### src/hdl/cbd_pkg.sv
// Shared types, opcodes and defaults for the circular buffer deque.
`timescale 1ns / 1ps

package cbd_pkg;

    localparam int CAPACITY_DEF      = 1024;
    localparam int ELEMENT_WIDTH_DEF = 32;

    localparam int OPCODE_W   = 3;
    localparam int VALUE_W    = 32;
    localparam int POSITION_W = 11;
    localparam int COUNT_W    = 11;
    localparam int STATUS_W   = 2;

    localparam logic [OPCODE_W-1:0] OP_PUSH_FRONT = 3'd0;
    localparam logic [OPCODE_W-1:0] OP_PUSH_BACK  = 3'd1;
    localparam logic [OPCODE_W-1:0] OP_POP_FRONT  = 3'd2;
    localparam logic [OPCODE_W-1:0] OP_READ       = 3'd3;
    localparam logic [OPCODE_W-1:0] OP_TAKE       = 3'd4;
    localparam logic [OPCODE_W-1:0] OP_DROP       = 3'd5;

    localparam logic [STATUS_W-1:0] STAT_OK    = 2'd0;
    localparam logic [STATUS_W-1:0] STAT_FULL  = 2'd1;
    localparam logic [STATUS_W-1:0] STAT_RANGE = 2'd2;

    typedef enum logic [1:0] {
        S_IDLE,
        S_READ,
        S_OUT
    } state_t;

    typedef struct packed {
        logic exec;
        logic load_read;
    } cmd_t;

    typedef struct packed {
        logic read_hit;
    } stat_t;

endpackage

### src/hdl/cbd_ctrl.sv
// Controller state machine: input and output handshakes and datapath sequencing.
`timescale 1ns / 1ps

module cbd_ctrl
    import cbd_pkg::*;
(
    input  logic  clk,
    input  logic  rst_n,
    input  logic  in_valid,
    output logic  in_ready,
    output logic  out_valid,
    input  logic  out_ready,
    input  stat_t stat,
    output cmd_t  cmd
);

    state_t state_reg;
    state_t state_next;

    always_ff @(posedge clk or negedge rst_n)
    begin
        if (!rst_n)
        begin
            state_reg <= S_IDLE;
        end
        else
        begin
            state_reg <= state_next;
        end
    end

    always_comb
    begin
        state_next    = state_reg;
        cmd.exec      = 1'b0;
        cmd.load_read = 1'b0;
        in_ready      = 1'b0;
        out_valid     = 1'b0;
        unique case (state_reg)
            S_IDLE:
            begin
                in_ready = 1'b1;
                if (in_valid)
                begin
                    cmd.exec = 1'b1;
                    // An in-range read passes through S_READ to load the RAM data.
                    state_next = stat.read_hit ? S_READ : S_OUT;
                end
            end
            S_READ:
            begin
                cmd.load_read = 1'b1;
                state_next    = S_OUT;
            end
            S_OUT:
            begin
                out_valid = 1'b1;
                if (out_ready)
                begin
                    state_next = S_IDLE;
                end
            end
            default:
            begin
                state_next = S_IDLE;
            end
        endcase
    end

endmodule

### config.mk
export PLATFORM = sky130hd
export DESIGN_NAME = cbd_ctrl
export DESIGN_NICKNAME = d
export VERILOG_FILES = /design/src/hdl/cbd_pkg.sv /design/src/hdl/cbd_ctrl.sv
export SDC_FILE = /design/constraint.sdc
export NUM_CORES = 1
export LEC_CHECK = 0
export BUFFER_PORTS_ARGS = -buffer_cell sky130_fd_sc_hd__buf_2
export CAP_MARGIN = 10
export CELL_PAD_IN_SITES_DETAIL_PLACEMENT = 0
export CELL_PAD_IN_SITES_GLOBAL_PLACEMENT = 1
export CORE_AREA = 2 2 39 41
export CTS_CLUSTER_DIAMETER = 100
export CTS_CLUSTER_SIZE = 25
export DETAILED_ROUTE_END_ITERATION = 10
export DIE_AREA = 0 0 41 43
export GPL_ROUTABILITY_DRIVEN = 0
export MAX_ROUTING_LAYER = met4
export PLACE_DENSITY = 0.38
export SLEW_MARGIN = 25
export SYNTH_ARGS = -nofsm -noshare
export SYNTH_HDL_FRONTEND = slang
export SYNTH_SLANG_ARGS = --single-unit
### constraint.sdc
create_clock -name clk -period 1.3 [get_ports clk]
set_input_delay 0.13 -clock clk [delete_from_list [all_inputs] [get_ports clk]]
set_output_delay 0.13 -clock clk [all_outputs]
set_load 0.03 [all_outputs]
* Word-level counts from Yosys, hierarchy flattened
Index checks and enable logic that the tools add are counted.
** Word-level totals
- Bits in registers :: 2
- Input bits :: 5
- Output and inout bits :: 4
- Word-level logic and storage cells :: 16
** Cells by class
- Equality and inequality tests :: 4
- Muxes and demuxes :: 9
- Reduce and logical (&&, ||, !) cells :: 2
** Operator list (number)
- 2-bit two-way mux :: 3
- 2-bit case mux with 3 select lines :: 1
- 1-bit two-way mux :: 5
- 2-bit != test (second input constant) :: 2
- 2-bit by 1-bit equality test with 1-bit output (second input constant) :: 1
- 2-bit equality test (second input constant) :: 1
- 2-bit zero test :: 1
- 2-bit AND reduction :: 1

* Longest topological paths before layout
- Depth after elaboration :: 3
- Depth in mapped cells :: 2
- Depth with buffers taken out :: 2

* Least setup slack after synthesis
Ideal clock, no wire load.
- Kind :: flip-flop to output port
- Start point :: reg state_reg[0]
- End point :: out cmd[1] (netlist name)
- Arrival time :: 1087 ps
- Required time :: 1170 ps
- Path slack :: 83 ps
- Stages on the path, launching flop included :: 3
- Buffers on the path :: 0
- Cell sequence :: dfrtp_1 -> nor2_2 -> and2_1
** RTL lines
- start, declared :: RTL line cbd_ctrl.sv:17 : state_t state_reg;
- start signal, assigned :: RTL line cbd_ctrl.sv:28 : state_reg <= state_next;
- end, declared :: RTL line cbd_ctrl.sv:14 : output cmd_t cmd

==> results.py <==
metrics = {
    "floorplanning": {
        "core_sq_um": 1380,
        "die_w_microns": 41,
        "die_area_sq_um": 1760,
        "die_h_microns": 43,
        "rows": 14,
        "initial_utilization_pct": 7.41,
        "pin_count": 9,
    },
    "grt": {
        "antenna_found_initial": 0,
        "overflow": 0,
        "grt_max_degree": 5,
        "grt_first_pass_wirelength_microns": 427,
        "track_usage_pct": 4.84,
        "grt_pass1_vias": 99,
    },
    "timing": {
        "setup_viol": 0,
        "hold_viol_final": 0,
        "slew_headroom_pct": 89.7,
        "fin_skew_ns": 0.0000649,
        "rsz0062_at_grt": "no",
        "fin_setup_tns_ns": 0,
        "fmax_ghz": 0.819,
        "timing.final.crit_period_ns": 1.22,
        "finalMaxSlewViolations": 0,
        "post-route-period-util_pct": 93.9,
        "tightest_slew_ns": 0.156,
    },
    "route": {
        "wl_microns": 274,
        "routed.top_layer": "met4",
        "via_per_inst": 3.03,
        "wl_met3_microns": 53,
        "final_antenna_net_count": 0,
        "wl_per_cell_microns": 7.03,
        "vias": 118,
        "route.detailed.drc": 0,
        "wl_met2_microns": 59,
        "wl_met1_microns": 154,
        "firstDrtPassIters": 4,
        "drt-initial-drc-count": 2,
    },
    "worst_hold_path": {
        "min_path_type": "in -> reg",
    },
    "run_status": {
        "status": "finished, final reports clean",
    },
    "yosys": {
        "syn_area_sq_um": 103,
        "synth-seq-cells": 2,
        "synth_top_family_by_area": "simple AND/OR/NAND/NOR gates",
        "synth_cells": 10,
        "synth-adder-area-share_pct": 0,
        "synthDistinctLibCells": 9,
        "ys_seq_area_share_pct": 48.8,
        "yosys_warnings": 0,
        "synth_compound_area_share_pct": 12.2,
        "syn-num-nets": 15,
        "synth_xor_area_share_pct": 0,
        "muxShareOfSynthArea_pct": 0,
        "avgSynthCellArea_sq_um": 10.3,
        "synth-simple-area-share_pct": 39.0,
    },
    "power": {
        "finalPower_mw": 0.492,
        "irDropWorstVdd_v": 0.000523,
        "power.leakage_nw": 0.105,
        "power_density_nw_per_um2": 2400,
    },
    "worst_setup_path": {
        "r2r_slack_ns": 0.41,
        "startpoint_type": "flip-flop",
        "cp.arrival_ns": 1.09,
        "critPathRequiredTime_ns": 1.17,
        "crit_path_end_kind": "primary output",
        "critPathKind": "reg -> out",
        "cp_max_fo": 4,
    },
    "final_layout": {
        "fin_nets": 30,
        "largest_reg_flops": 2,
        "layout_commonest_cell": "buf_2",
        "layout_common_cells": "buf_2, clkbuf_4, buf_4, dfrtp_1",
        "postLayoutCellArea_sq_um": 205,
        "drive_gt1_share_pct": 60.9,
        "nFillCells": 161,
        "n_antenna_cell": 0,
        "syn_to_final_growth_pct": 100,
    },
    "job": {
        "drv_cap": 0,
    },
    "clock_network": {
        "clk_pin_slew_ns": 0.03,
        "htreeDepth": 1,
        "cts_buffer_depth": 2,
        "clk_latency_ns": 0.22,
        "cts.sinks": 2,
        "cts_tree": "yes",
        "cts_buffers": 3,
        "cts_root_buf": "clkbuf_4",
    },
    "placement": {
        "io_buffers": 8,
        "placed_cell_area_sq_um": 163,
    },
}
## path summary, 6_finish.rpt
| kind | from | cells after the start | end |
|---|---|---|---|
| worst max register to register | state_reg[1] | 3 | state_reg[0] |
| worst min-delay path | stat | 2 | state_reg[0] |
| worst max-delay path | state_reg[1] | 3 | cmd[1] |
| worst min register to register | state_reg[0] | 2 | state_reg[1] |
| min in group asynchronous | rst_n | 2 | state_reg[0] |
| max in group asynchronous | rst_n | 2 | state_reg[1] |
## power breakdown
| part | total [mW] | internal (mW) | switching (mW) |
|---|---|---|---|
| combinational | 0.251 | 0.102 | 0.149 |
| sequential | 0.106 | 0.0837 | 0.0218 |
| clock | 0.136 | 0.102 | 0.0339 |
## cell usage after synthesis
cell | instances | area share, %
dfrtp_1 | 2 | 49
a21oi_1 | 1 | 4.9
and2_1 | 1 | 6.1
and2b_2 | 1 | 8.5
and3_1 | 1 | 6.1
nand2b_1 | 1 | 6.1
nor2_2 | 1 | 6.1
nor2b_1 | 1 | 6.1
o21a_1 | 1 | 7.3
## logic make-up (layout without fill, tap and decap cells)
family	Yosys count	after routing
and+or+nand+nor	6	6
DFF	2	2
AOI/OAI and AO/OA	2	2
buffers and inverters	0	13
## metal layers
layer | global-route usage [%] | vias up
met5 | - | -
met4 | 6.00 | 0
met3 | 6.28 | 2
met2 | 2.50 | 9
met1 | 5.81 | 46
li1 | - | 61
## metrics by stage
stage | utilization (%) | hold WS (ns) | worst slack, ns | cells
after global routing | 14.8 | 0.178 | 0.0156 | 39
final | 14.8 | 0.168 | 0.0788 | 39
after CTS | 14.1 | 0.162 | 0.0514 | 38
after detailed placement | 11.8 | -0.0833 | 0.297 | 34
after global placement | 11.8 | -0.0819 | 0.308 | 34
after floorplan | - | -0.166 | 0.0832 | 10
## critical path, cell delays in order (launching register included)
cell and delay (ns):
dfrtp_1 0.40, nor2_2 0.17, and2_1 0.15, buf_4 0.15
## timing repair
action | CTS | global route
setup endpoints to repair | 0 | 1
buffers inserted | 0 | 1
hold buffers | 1 | 0
endpoints found under the hold margin | 2 | 0
resized for setup | 0 | 2
## area by class of cell
class	instances	area [sq um]	area share, %
Sequential cell	2	50.0	24.4
Tap cell	16	20.0	9.76
Timing Repair Buffer	10	60.1	29.3
Clock buffer	3	22.5	11.0
Multi-Input combinational cell	8	52.6	25.6
(Power assumes the default switching activity.)
